[src/design/qrs_pkg.sv]
// Package for the quadratic root solver: widths, status codes and the
// transaction and job struct types. No dependencies.
package qrs_pkg;

  localparam int COEF_W = 16;
  localparam int FRAC_W = 16;
  localparam int OUT_W  = 40;
  localparam int D_W    = 2 * COEF_W + 2;
  localparam int MAG_W  = D_W - 1;
  localparam int ROOT_W = (MAG_W + 2 * FRAC_W + 1) / 2;
  localparam int RAD_W  = 2 * ROOT_W;
  localparam int REM_W  = ROOT_W + 2;
  localparam int NB_W   = COEF_W + 1 + FRAC_W;
  localparam int DEN_W  = COEF_W + 1;
  localparam int NUM_W  = ((NB_W > ROOT_W) ? NB_W : ROOT_W) + 2;
  localparam int Q_W    = NUM_W - 1;
  localparam int FIFO_DEPTH = 4;
  localparam int PTR_W  = $clog2(FIFO_DEPTH);
  localparam int CNT_W  = PTR_W + 1;

  localparam logic [1:0] ST_OK    = 2'd0;
  localparam logic [1:0] ST_NEG   = 2'd1;
  localparam logic [1:0] ST_AZERO = 2'd2;

  typedef struct packed {
    logic signed [COEF_W-1:0] coef_a;
    logic signed [COEF_W-1:0] coef_b;
    logic signed [COEF_W-1:0] coef_c;
  } qrs_in_t;

  typedef struct packed {
    logic signed [OUT_W-1:0] plus_root_real;
    logic signed [OUT_W-1:0] plus_root_imag;
    logic signed [OUT_W-1:0] minus_root_real;
    logic signed [OUT_W-1:0] minus_root_imag;
    logic [1:0]              status;
  } qrs_out_t;

  typedef struct packed {
    logic [1:0]              status;
    logic                    neg;
    logic [MAG_W-1:0]        mag;
    logic signed [NB_W-1:0]  nb;
    logic signed [DEN_W-1:0] den;
  } qrs_job_t;

endpackage

[src/design/qrs_fifo.sv]
// Short job queue between front and back end.
// Depends on qrs_pkg.
module qrs_fifo (
  input  logic              clk_i,
  input  logic              rst_ni,
  input  logic              push_i,
  input  qrs_pkg::qrs_job_t data_i,
  input  logic              pop_i,
  output logic              valid_o,
  output qrs_pkg::qrs_job_t data_o,
  output logic              busy_o
);
  import qrs_pkg::*;

  qrs_job_t         mem_q [FIFO_DEPTH];
  logic [PTR_W-1:0] wr_q, rd_q;
  logic [CNT_W-1:0] cnt_q;
  logic             do_pop;

  assign valid_o = (cnt_q != '0);
  assign do_pop  = pop_i && valid_o;
  assign data_o  = mem_q[rd_q];
  assign busy_o  = (cnt_q >= CNT_W'(FIFO_DEPTH - 2));

  always_ff @(posedge clk_i or negedge rst_ni) begin
    if (!rst_ni) begin
      wr_q  <= '0;
      rd_q  <= '0;
      cnt_q <= '0;
    end else begin
      if (push_i) begin
        wr_q <= wr_q + 1'b1;
      end
      if (do_pop) begin
        rd_q <= rd_q + 1'b1;
      end
      if (push_i && !do_pop) begin
        cnt_q <= cnt_q + 1'b1;
      end else if (!push_i && do_pop) begin
        cnt_q <= cnt_q - 1'b1;
      end
    end
  end

  always_ff @(posedge clk_i) begin
    if (push_i) begin
      mem_q[wr_q] <= data_i;
    end
  end

endmodule

[config.mk]
export PLATFORM = sky130hd
export DESIGN_NAME = qrs_fifo
export DESIGN_NICKNAME = d
export VERILOG_FILES = /design/src/design/qrs_pkg.sv /design/src/design/qrs_fifo.sv
export SDC_FILE = /design/constraint.sdc
export NUM_CORES = 1
export LEC_CHECK = 0
export BUFFER_PORTS_ARGS = -buffer_cell sky130_fd_sc_hd__buf_2
export CAP_MARGIN = 20
export CORE_ASPECT_RATIO = 0.7
export CORE_MARGIN = 2
export CORE_UTILIZATION = 35
export DETAILED_ROUTE_END_ITERATION = 8
export GPL_TIMING_DRIVEN = 0
export PLACE_DENSITY = 0.64
export SLEW_MARGIN = 25
export SYNTH_ARGS = -nofsm -noshare
export SYNTH_HDL_FRONTEND = slang
export SYNTH_SLANG_ARGS = --single-unit
export TNS_END_PERCENT = 50
[constraint.sdc]
create_clock -name clk_i -period 9.4 [get_ports clk_i]
set_clock_uncertainty 0.1 [all_clocks]
set_input_delay 0.94 -clock clk_i [delete_from_list [all_inputs] [get_ports clk_i]]
set_output_delay 0.94 -clock clk_i [all_outputs]
set_load 0.005 [all_outputs]
==> impl_metrics.csv <==
group,metric,value,unit
grt,grt_pass1_vias,6211,
detailed_routing,dr.first_iter.drc_count,309,
cts,cts_sinks,351,
min_path,min_path_type,"primary input to async pin",
yosys,synth_edf_count,344,
yosys,avgSynthCellArea,26.45,um2
sta,max_clock_freq,0.3030,GHz
floorplan,coreArea,35990,um2
critical_path,timing.rr.start,"cnt_q[0]",
critical_path,worstSetupEndpointType,"output port",
yosys,yosysMostFrequentCell,"edfxtp_1",
critical_path,regToRegEndpoint,"cnt_q[2]",
cts,ctsResizeCount,0,
power,p_leak,5.314,nW
power,pwr_density_cell,308.0,nW/um2
yosys,synth_ff_type,"edfxtp_1",
yosys,ys_ff_latch,351,
cts,root_buffer,"clkbuf_16",
critical_path,crit_chain,"buf_2 > clkbuf_1 > mux4_2 > buf_2",
cts,cts_made_buffers,36,
critical_path,slowest_stage,"clkbuf_1",
cts,clockBufferDepth,3,
floorplan,ioPinCount,178,
floorplan,dieArea,38140,um2
critical_path,ff2ff_setup_slack,7.21,ns
layout,nets,803,
cts,path_clk_slew,0.06,ns
power,vdd_drop_max,0.1659,mV
layout,antenna_cells,0,
critical_path,rr_worst_depth,8,
grt,grt_pass1_wl,37.33,mm
sta,period_needed,3.300,ns
critical_path,critPathMaxFanout,10,
yosys,async_flop_share,1.994,%
grt,grt.overflow.total,0,
grt,grt_antenna_before_repair,1,
layout,drive_above_1_share,46.66,%
critical_path,max_stage_delay,0.66,ns
placement,hpwl,15.81,mm
grt,grt_util_all_layers,13.19,%
critical_path,criticalPathCategory,"flop to output port",
detailed_routing,drcViolationCount,0,
sta,tns,0,ns
detailed_routing,via_count,5804,
placement,place_congestion,0.6804,
cts,cts_setup_buffers,0,
detailed_routing,routedWlPerCell,20.63,um
floorplan,die_w,232.6,um
run,cap_viol_max_count,0,
cts,h-tree-depth,2,
floorplan,row_count,58,
sta,max_slew_margin,42.89,%
sta,slew_violations,0,
detailed_routing,wl,25.03,mm
yosys,ys_top_cells_by_count,"344 x edfxtp_1, 86 x mux4_2, 8 x buf_2",
critical_path,critPathLaunchType,"flop",
critical_path,cp-endpoint,"data_o[38]",
yosys,synth_top_area_share,80.70,%
critical_path,path_common_cell,"buf_2",
placement,io_buffers,177,
critical_path,crit_cells,4,
floorplan,die_h,164.0,um
placement,dp.cells,1149,
yosys,synth.area.top_cells,"edfxtp_1 81%, mux4_2 15%, dfrtp_1 1.4%",
detailed_routing,ant_nets,0,
sta,setup_viol,0,
yosys,ys_warn_count,0,
layout,area_growth,22.04,%
yosys,synth_cell_types,22,
run_status,outcome,"completed",
yosys,synth-seq-area-share,82.06,%
cts,tritoncts,"yes",
critical_path,worst-path-buf-inv,3,
cts,cts_hold_buf,0,
critical_path,cp.arrival,2.26,ns
yosys,synth_nets,580,
sta,hold_viol_final,0,
critical_path,critPathLaunch,"rd_q[1]",
floorplan,start_util,35.56,%
grt,grt_max_degree,41,
cts,clock_latency,0.51,ns
yosys,yosysTopAreaCell,"edfxtp_1",
critical_path,cp_top_family,"buffers and inverters",
yosys,synth_cells,484,
sta,fin_crit_sh,35.10,%
layout,layout.cells.non_filler,1213,
detailed_routing,firstDrtPassIters,4,
critical_path,crit_required,8.36,ns
layout,fillers,3119,
sta,worstMarginPinSlew,0.8567,ns
yosys,syn_area,12800,um2
detailed_routing,post_drt_via_cell_ratio,4.785,
sta,grt_setup_unrepaired,"false",
==> worst register-to-register path, cell delays in order (launching register included) <==
cell	delay [ns]
dfrtp_1	0.42
or3_1	0.42
nand2_1	0.12
ha_1	0.19
inv_1	0.06
fa_1	0.37
xor2_1	0.15
nor2_1	0.12
xor2_1	0.16
==> how the worst min path moves through the flow <==
stage,from,to,cells past startpoint
CTS,rst_ni,cnt_q[0],1
global placement,cnt_q[2],cnt_q[2],1
finish,rst_ni,cnt_q[1],1
floorplan,cnt_q[2],cnt_q[2],1
detailed placement,cnt_q[2],cnt_q[2],1
global route,rst_ni,cnt_q[0],1
==> metrics by stage <==
step	setup WS (ns)	power (mW)	util (%)	hold WS, ns	area [um2]
2_1_floorplan	5.909	2.956	-	0.3496	12800
3_3_place_gp	3.947	3.523	39.69	0.3647	14290
3_5_place_dp	6.543	3.563	40.33	0.3777	14520
4_1_cts	5.929	4.923	43.40	0.1199	15620
5_1_grt	5.949	5.067	43.40	0.1260	15620
6_report	6.100	4.812	43.40	0.1502	15620
==> sequential cells by signal, indices dropped and copies added (netlist names) <==
signal	count
wr_q	2
mem_q	344
cnt_q	3
rd_q	2
==> cell families after synthesis <==
logic type      Yosys count  synth area share [%]
simple gates             10                0.4203
buf+inv                  23                 1.202
xor+xnor                  6                0.4106
mux                      87                 15.22
fa+ha+maj                 6                0.6451
flops                   351                 82.06
compound gates            1               0.03906
==> final cells by class <==
cell class	count	area, um2	area share [%]
Inverter	3	11.26	0.07208
Clock buffer	48	975.9	6.247
Clock inverter	16	128.9	0.8249
Buffer	20	142.6	0.9130
Multi-Input combinational cell	110	2152	13.78
Tap cell	480	600.6	3.844
Timing Repair Buffer	185	1106	7.080
Sequential cell	351	10510	67.24
==> power breakdown <==
group	switching, mW	internal, mW	leakage (nW)	total (mW)
Combinational	0.690	0.677	1.54	1.37
Sequential	0.0623	2.04	3.24	2.11
Clock	0.575	0.764	0.537	1.34
==> placed cells by master (no fill, tap or decap), types with 4 or more instances in the layout <==
cell	n
buf_16	8
ha_1	5
buf_2	185
dfrtp_1	7
clkinv_1	6
clkbuf_16	36
edfxtp_1	344
buf_4	4
clkbuf_1	13
and2_4	4
mux4_2	86
==> metal layers <==
| metal | share of wire (%) | vias to the layer above | wire length [um] | global-route usage, % |
|---|---|---|---|---|
| li1 | - | 2540 | - | - |
| met1 | 44 | 3095 | 11050 | 17.68 |
| met2 | 48 | 127 | 12110 | 21.35 |
| met3 | 5.6 | 42 | 1412 | 3.733 |
| met4 | 1.8 | 0 | 449 | 3.416 |
| met5 | 0 | - | 0 | 0 |
No activity file was read; power rests on OpenSTA's default activity.
