--- src/design/qrs_pkg.sv ---
// Package for the quadratic root solver: widths, status codes and the
// transaction and job struct types. No dependencies.
package qrs_pkg;

  localparam int COEF_W = 16;
  localparam int FRAC_W = 16;
  localparam int OUT_W  = 40;
  localparam int D_W    = 2 * COEF_W + 2;
  localparam int MAG_W  = D_W - 1;
  localparam int ROOT_W = (MAG_W + 2 * FRAC_W + 1) / 2;
  localparam int RAD_W  = 2 * ROOT_W;
  localparam int REM_W  = ROOT_W + 2;
  localparam int NB_W   = COEF_W + 1 + FRAC_W;
  localparam int DEN_W  = COEF_W + 1;
  localparam int NUM_W  = ((NB_W > ROOT_W) ? NB_W : ROOT_W) + 2;
  localparam int Q_W    = NUM_W - 1;
  localparam int FIFO_DEPTH = 4;
  localparam int PTR_W  = $clog2(FIFO_DEPTH);
  localparam int CNT_W  = PTR_W + 1;

  localparam logic [1:0] ST_OK    = 2'd0;
  localparam logic [1:0] ST_NEG   = 2'd1;
  localparam logic [1:0] ST_AZERO = 2'd2;

  typedef struct packed {
    logic signed [COEF_W-1:0] coef_a;
    logic signed [COEF_W-1:0] coef_b;
    logic signed [COEF_W-1:0] coef_c;
  } qrs_in_t;

  typedef struct packed {
    logic signed [OUT_W-1:0] plus_root_real;
    logic signed [OUT_W-1:0] plus_root_imag;
    logic signed [OUT_W-1:0] minus_root_real;
    logic signed [OUT_W-1:0] minus_root_imag;
    logic [1:0]              status;
  } qrs_out_t;

  typedef struct packed {
    logic [1:0]              status;
    logic                    neg;
    logic [MAG_W-1:0]        mag;
    logic signed [NB_W-1:0]  nb;
    logic signed [DEN_W-1:0] den;
  } qrs_job_t;

endpackage

--- src/design/qrs_front.sv ---
// Front end: accepts coefficients, forms the discriminant and classifies.
// Depends on qrs_pkg.
module qrs_front (
  input  logic              clk_i,
  input  logic              rst_ni,
  input  logic              valid_i,
  input  qrs_pkg::qrs_in_t  coef_i,
  input  logic              cfg_we_i,
  input  logic              cfg_wdata_i,
  output logic              job_valid_o,
  output qrs_pkg::qrs_job_t job_o
);
  import qrs_pkg::*;

  logic                      ro_q;
  logic                      v1_q;
  logic signed [COEF_W-1:0]  a_q, b_q;
  logic signed [2*COEF_W-1:0] bb_q, ac_q;
  logic signed [D_W-1:0]     d;
  logic [D_W-1:0]            dabs;
  logic signed [DEN_W-1:0]   bn;
  logic                      v2_q;
  qrs_job_t                  job_d, job_q;

  always_ff @(posedge clk_i or negedge rst_ni) begin
    if (!rst_ni) begin
      ro_q <= 1'b0;
      v1_q <= 1'b0;
      v2_q <= 1'b0;
    end else begin
      if (cfg_we_i) begin
        ro_q <= cfg_wdata_i;
      end
      v1_q <= valid_i;
      v2_q <= v1_q;
    end
  end

  always_ff @(posedge clk_i) begin
    a_q   <= coef_i.coef_a;
    b_q   <= coef_i.coef_b;
    bb_q  <= coef_i.coef_b * coef_i.coef_b;
    ac_q  <= coef_i.coef_a * coef_i.coef_c;
    job_q <= job_d;
  end

  always_comb begin
    d    = {{(D_W-2*COEF_W){bb_q[2*COEF_W-1]}}, bb_q} - {ac_q, 2'b00};
    dabs = d[D_W-1] ? -d : d;
    bn   = -{a_q[COEF_W-1] & 1'b0 | b_q[COEF_W-1], b_q};
    job_d.neg = d[D_W-1];
    job_d.mag = dabs[MAG_W-1:0];
    job_d.nb  = {bn, {FRAC_W{1'b0}}};
    job_d.den = {a_q, 1'b0};
    if (a_q == '0) begin
      job_d.status = ST_AZERO;
    end else if (d[D_W-1] && ro_q) begin
      job_d.status = ST_NEG;
    end else begin
      job_d.status = ST_OK;
    end
  end

  assign job_valid_o = v2_q;
  assign job_o       = job_q;

endmodule

--- config.mk ---
export PLATFORM = sky130hd
export DESIGN_NAME = qrs_front
export DESIGN_NICKNAME = d
export VERILOG_FILES = /design/src/design/qrs_pkg.sv /design/src/design/qrs_front.sv
export SDC_FILE = /design/constraint.sdc
export NUM_CORES = 2
export LEC_CHECK = 0
export ABC_AREA = 1
export BUFFER_PORTS_ARGS = -buffer_cell sky130_fd_sc_hd__buf_2
export CORE_MARGIN = 2
export CORE_UTILIZATION = 30
export DETAILED_ROUTE_END_ITERATION = 6
export GPL_TIMING_DRIVEN = 0
export HOLD_SLACK_MARGIN = 0.15
export MAX_ROUTING_LAYER = met4
export PLACE_DENSITY = 0.47
export SYNTH_ARGS = -nofsm -noshare
export SYNTH_HDL_FRONTEND = slang
export SYNTH_SLANG_ARGS = --single-unit
export TNS_END_PERCENT = 20
--- constraint.sdc ---
create_clock -name clk_i -period 7.29 [get_ports clk_i]
set_input_delay 0.729 -clock clk_i [delete_from_list [all_inputs] [get_ports clk_i]]
set_output_delay 0.729 -clock clk_i [all_outputs]
set_load 0.01 [all_outputs]
==> results by group <==
Outcome
  – Outcome: complete, no violations

Detailed routing
  – Vias per cell: 4.35
  – DRC errors left: 0
  – Final ANT Viol Nets: 0
  – Met2 WL: 33700 µm
  – Routed metal-1 wire length: roughly 33000 µm
  – DR WL/cell: 15.0 µm
  – Post-Route WL: 70900 µm
  – Iter 0 DRT Violations: 1186
  – Pre-Repair DR Iteration Count: 5
  – Total number of vias: 20600
  – Routed wl met3: 3080 µm
  – Max layer used: met4

Global route
  – Initial antenna violation count: 1
  – Total grt overflow: 0
  – GRT Total Usage: about 17%
  – Largest net degree at the start of global routing: 17
  – Vias in the first global route: 21600
  – First-pass GRT wire length: approximately 120000 µm

Timing
  – Final Hold Fails: 0
  – Final slew viol count: 0
  – Part of the cycle the worst path needs: 96.4%
  – Setup violations, final: 0
  – RSZ-0062 raised after global routing: false
  – Clock Skews: 0.0191 ns
  – Setup WS post-layout: 0.265 ns
  – Worst-margin pin slew: roughly 0.83 ns
  – Fmax: 142 MHz
  – Slew margin rel.: 44.0%
  – Minimum clock period: 7.02 ns

Worst setup path
  – Startpoint Class: primary input
  – Max incr delay on CP: about 0.64 ns
  – Crit-path cells: buf_2, clkbuf_1, buf_1, nand2_1, fa_1, inv_1, fa_1, inv_1, fa_1, inv_1, fa_1, inv_1, fa_1, inv_1, fa_1, ha_1, inv_1, nor3_1, nand4_1, o2111ai_1, xor2_1
  – Critical path class: primary input to flop
  – Worst EP required: 7.71 ns
  – Slowest stage cell on the critical path: fa_1
  – WP buf/inv: 9
  – Top delay family on crit path: adder cells
  – Worst EP arrival: about 7.5 ns
  – Critical Path Fanout Max: 10
  – CP Capture Type: flop

Cells and area
  – Multi-input logic area: 19400 µm²
  – Filler cells: 9568
  – FF+latch area: approximately 3300 µm²
  – Area Overhead vs Synth: 9.96%
  – Fin nets: 4310
  – Ant. Diodes: 0
  – Share of cells above drive strength 1: a little over 7%

Clock network
  – CTS tree: yes
  – Skew-Pair Late Insertion Delay: 0.50 ns
  – Post-CTS Setup Bufs: 0
  – CTS H-tree depth: 4
  – Max clock buf depth: 2
  – Clk slew on worst S/H paths: 0.07 ns
  – CTS sink count: about 170
  – TritonCTS Buffers: 17
  – Root Buffer Master: clkbuf_16

Hold path
  – Hold crit path type: primary input to flop

Logic synthesis
  – Count of cell types in the netlist: 47
  – Post-synth EDFFs: 0
  – Avg Cell Area, Syn: slightly below 8 µm²
  – Main synth FF type: dfxtp_1
  – YS warnings: 0
  – Asr flop ratio synth: under 10%
  – Mapped Area: 27000 µm²
  – Register area share after synthesis: 12.3%
  – Post-Syn Instances: 3412
  – Synthesized flop and latch total: 165

Place
  – Final GP Congestion: between 0.8 and 0.9
  – Port Buffer Count: 107
  – Post-placement setup slack: -0.297 ns
  – Post-DP HPWL: just over 60000 µm

Floorplan
  – Die Ht: 304 µm
  – Starting Density: 30.4%
  – Core area: 88800 µm²
  – Row count: 109
  – # IOs: 140
  – Die W: 304 µm
  – DIE AREA: 92300 µm²

Flow run
  – Max Cap Viol: 0
==> per-layer routing <==
metal	global-route usage, %	vias to the layer above
met3	2.58	72
met1	21.8	10100
li1	-	10100
met4	4.30	0
met5	-	-
met2	27.2	387
==> metrics by stage <==
step | TNS [ns] | std cells | area [µm²] | util, % | hold WS, ns
final | 0 | 4733 | 29700 | 33.4 | 0.339
after CTS | 0 | 4733 | 29700 | 33.4 | 0.290
after detailed placement | -0.879 | 4700 | 29000 | 32.7 | 0.336
after floorplan | 0 | 3428 | 27000 | - | 0.331
after global placement | -0.733 | 4700 | 29000 | 32.7 | 0.334
after global routing | 0 | 4733 | 29700 | 33.4 | 0.299
==> cells in the mapped netlist (8+ instances only) <==
cell type	number	area (µm²)
nand2_1	793	2980
dfxtp_1	162	3240
ha_1	206	2580
buf_4	18	135
nor2_4	8	90.1
nor3_1	20	100
nor2_2	19	119
inv_2	10	37.5
nor2_1	127	477
nor4_1	8	50.1
clkbuf_1	89	334
o21bai_1	11	82.6
xnor2_1	50	438
o21ai_0	33	165
inv_1	987	3700
a21oi_1	89	445
fa_1	496	9930
xor2_1	70	613
nand2_2	30	188
nand3_1	71	355
nand4_1	37	231
==> flip-flops by register name, indices dropped and copies added, names as in the netlist <==
signal,flops
v1_q,1
ac_q,32
job_valid_o,1
b_q,15
job_o,68
ro_q,1
bb_q,31
a_q,16
==> layout by cell type (no fill, tap or decap), types with 3 or more instances in the layout <==
| cell | synthesis | layout |
|---|---|---|
| inv_1 | 987 | 987 |
| nand2_1 | 793 | 793 |
| fa_1 | 496 | 496 |
| ha_1 | 206 | 206 |
| dfxtp_1 | 162 | 162 |
| nor2_1 | 127 | 127 |
| buf_2 | 1 | 108 |
| clkbuf_1 | 89 | 89 |
| a21oi_1 | 89 | 89 |
| nand3_1 | 71 | 71 |
| xor2_1 | 70 | 70 |
| xnor2_1 | 50 | 50 |
| nand4_1 | 37 | 37 |
| o21ai_0 | 33 | 33 |
| nand2_2 | 30 | 30 |
| nor3_1 | 20 | 20 |
| nor2_2 | 19 | 19 |
| buf_4 | 18 | 18 |
| conb_1 | 1 | 17 |
| clkbuf_16 | 0 | 17 |
| o21bai_1 | 11 | 11 |
| inv_2 | 10 | 10 |
| nor4_1 | 8 | 8 |
| nor2_4 | 8 | 8 |
| a21o_1 | 7 | 7 |
| a31oi_1 | 7 | 7 |
| or2_2 | 6 | 6 |
| nand3_2 | 6 | 6 |
| o21a_1 | 5 | 5 |
| and2_1 | 5 | 5 |
| o21ai_2 | 5 | 5 |
| o2111ai_1 | 4 | 4 |
| buf_6 | 4 | 4 |
| nand2_4 | 4 | 4 |
| bufinv_16 | 0 | 3 |
| inv_8 | 0 | 3 |
| clkinvlp_4 | 0 | 3 |
| inv_6 | 0 | 3 |
| dfrtp_1 | 3 | 3 |
==> area by class of cell <==
class	count	area share [%]
well taps	1165	4.92
inverters	997	12.6
repair buffers	108	1.84
clock inverters	14	0.641
flip-flops and latches	165	11.2
clock buffers	18	1.45
plain buffers	114	1.78
multi-input cells	2152	65.6
==> cells by family (layout without fill, tap and decap cells) <==
family | count (synthesis) | in the layout | synth area share [%]
buffers and inverters | 1111 | 1251 | 15.8
AO/OA/AOI/OAI | 172 | 172 | 3.68
adder cells (fa/ha/maj) | 702 | 702 | 46.4
flip-flops | 165 | 165 | 12.3
other | 1 | 17 | 0.0139
XOR/XNOR | 122 | 122 | 4.02
AND/OR/NAND/NOR | 1139 | 1139 | 17.8
==> worst register-to-register path: stages, from the launching register on <==
cell,delay (ns)
dfxtp_1,0.44
ha_1,0.19
inv_1,0.14
fa_1,0.52
nand3_1,0.15
nand2_1,0.18
nand3_1,0.14
nand3_1,0.15
nand2_1,0.09
nand2_1,0.17
nor2_2,0.24
nand3_1,0.12
nor2_1,0.14
nand4_1,0.15
nand2_4,0.12
nand2_1,0.06
o21ai_1,0.08
nand2_1,0.08
==> timing repair <==
| action | 4_1_cts | 5_1_grt |
|---|---|---|
| setup endpoints to repair | 0 | 2 |
| hold endpoints to repair | 3 | 0 |
| hold buffers | 1 | 0 |
| gates resized for setup | 0 | 3 |
==> path summary, 6_finish.rpt <==
path | startpoint | to | slack (ns) | depth (start not counted)
min in group asynchronous | rst_ni | v1_q$_DFF_PN0_ | 0.55 | 2
worst min register to register | v1_q$_DFF_PN0_ | job_valid_o$_DFF_PN0_ | 0.35 | 0
max in group asynchronous | rst_ni | ro_q$_DFFE_PN0P_ | 6.64 | 2
worst max register to register | ac_q[0]$_DFF_P_ | job_o[77]$_DFF_P_ | 4.03 | 17
worst max-delay path | coef_i[21] | bb_q[30]$_DFF_P_ | 0.27 | 21
worst min-delay path | coef_i[19] | b_q[3]$_DFF_P_ | 0.34 | 1
Power is not shown: default switching activity piles up to over one toggle a cycle in this logic, so the estimate is an artifact.
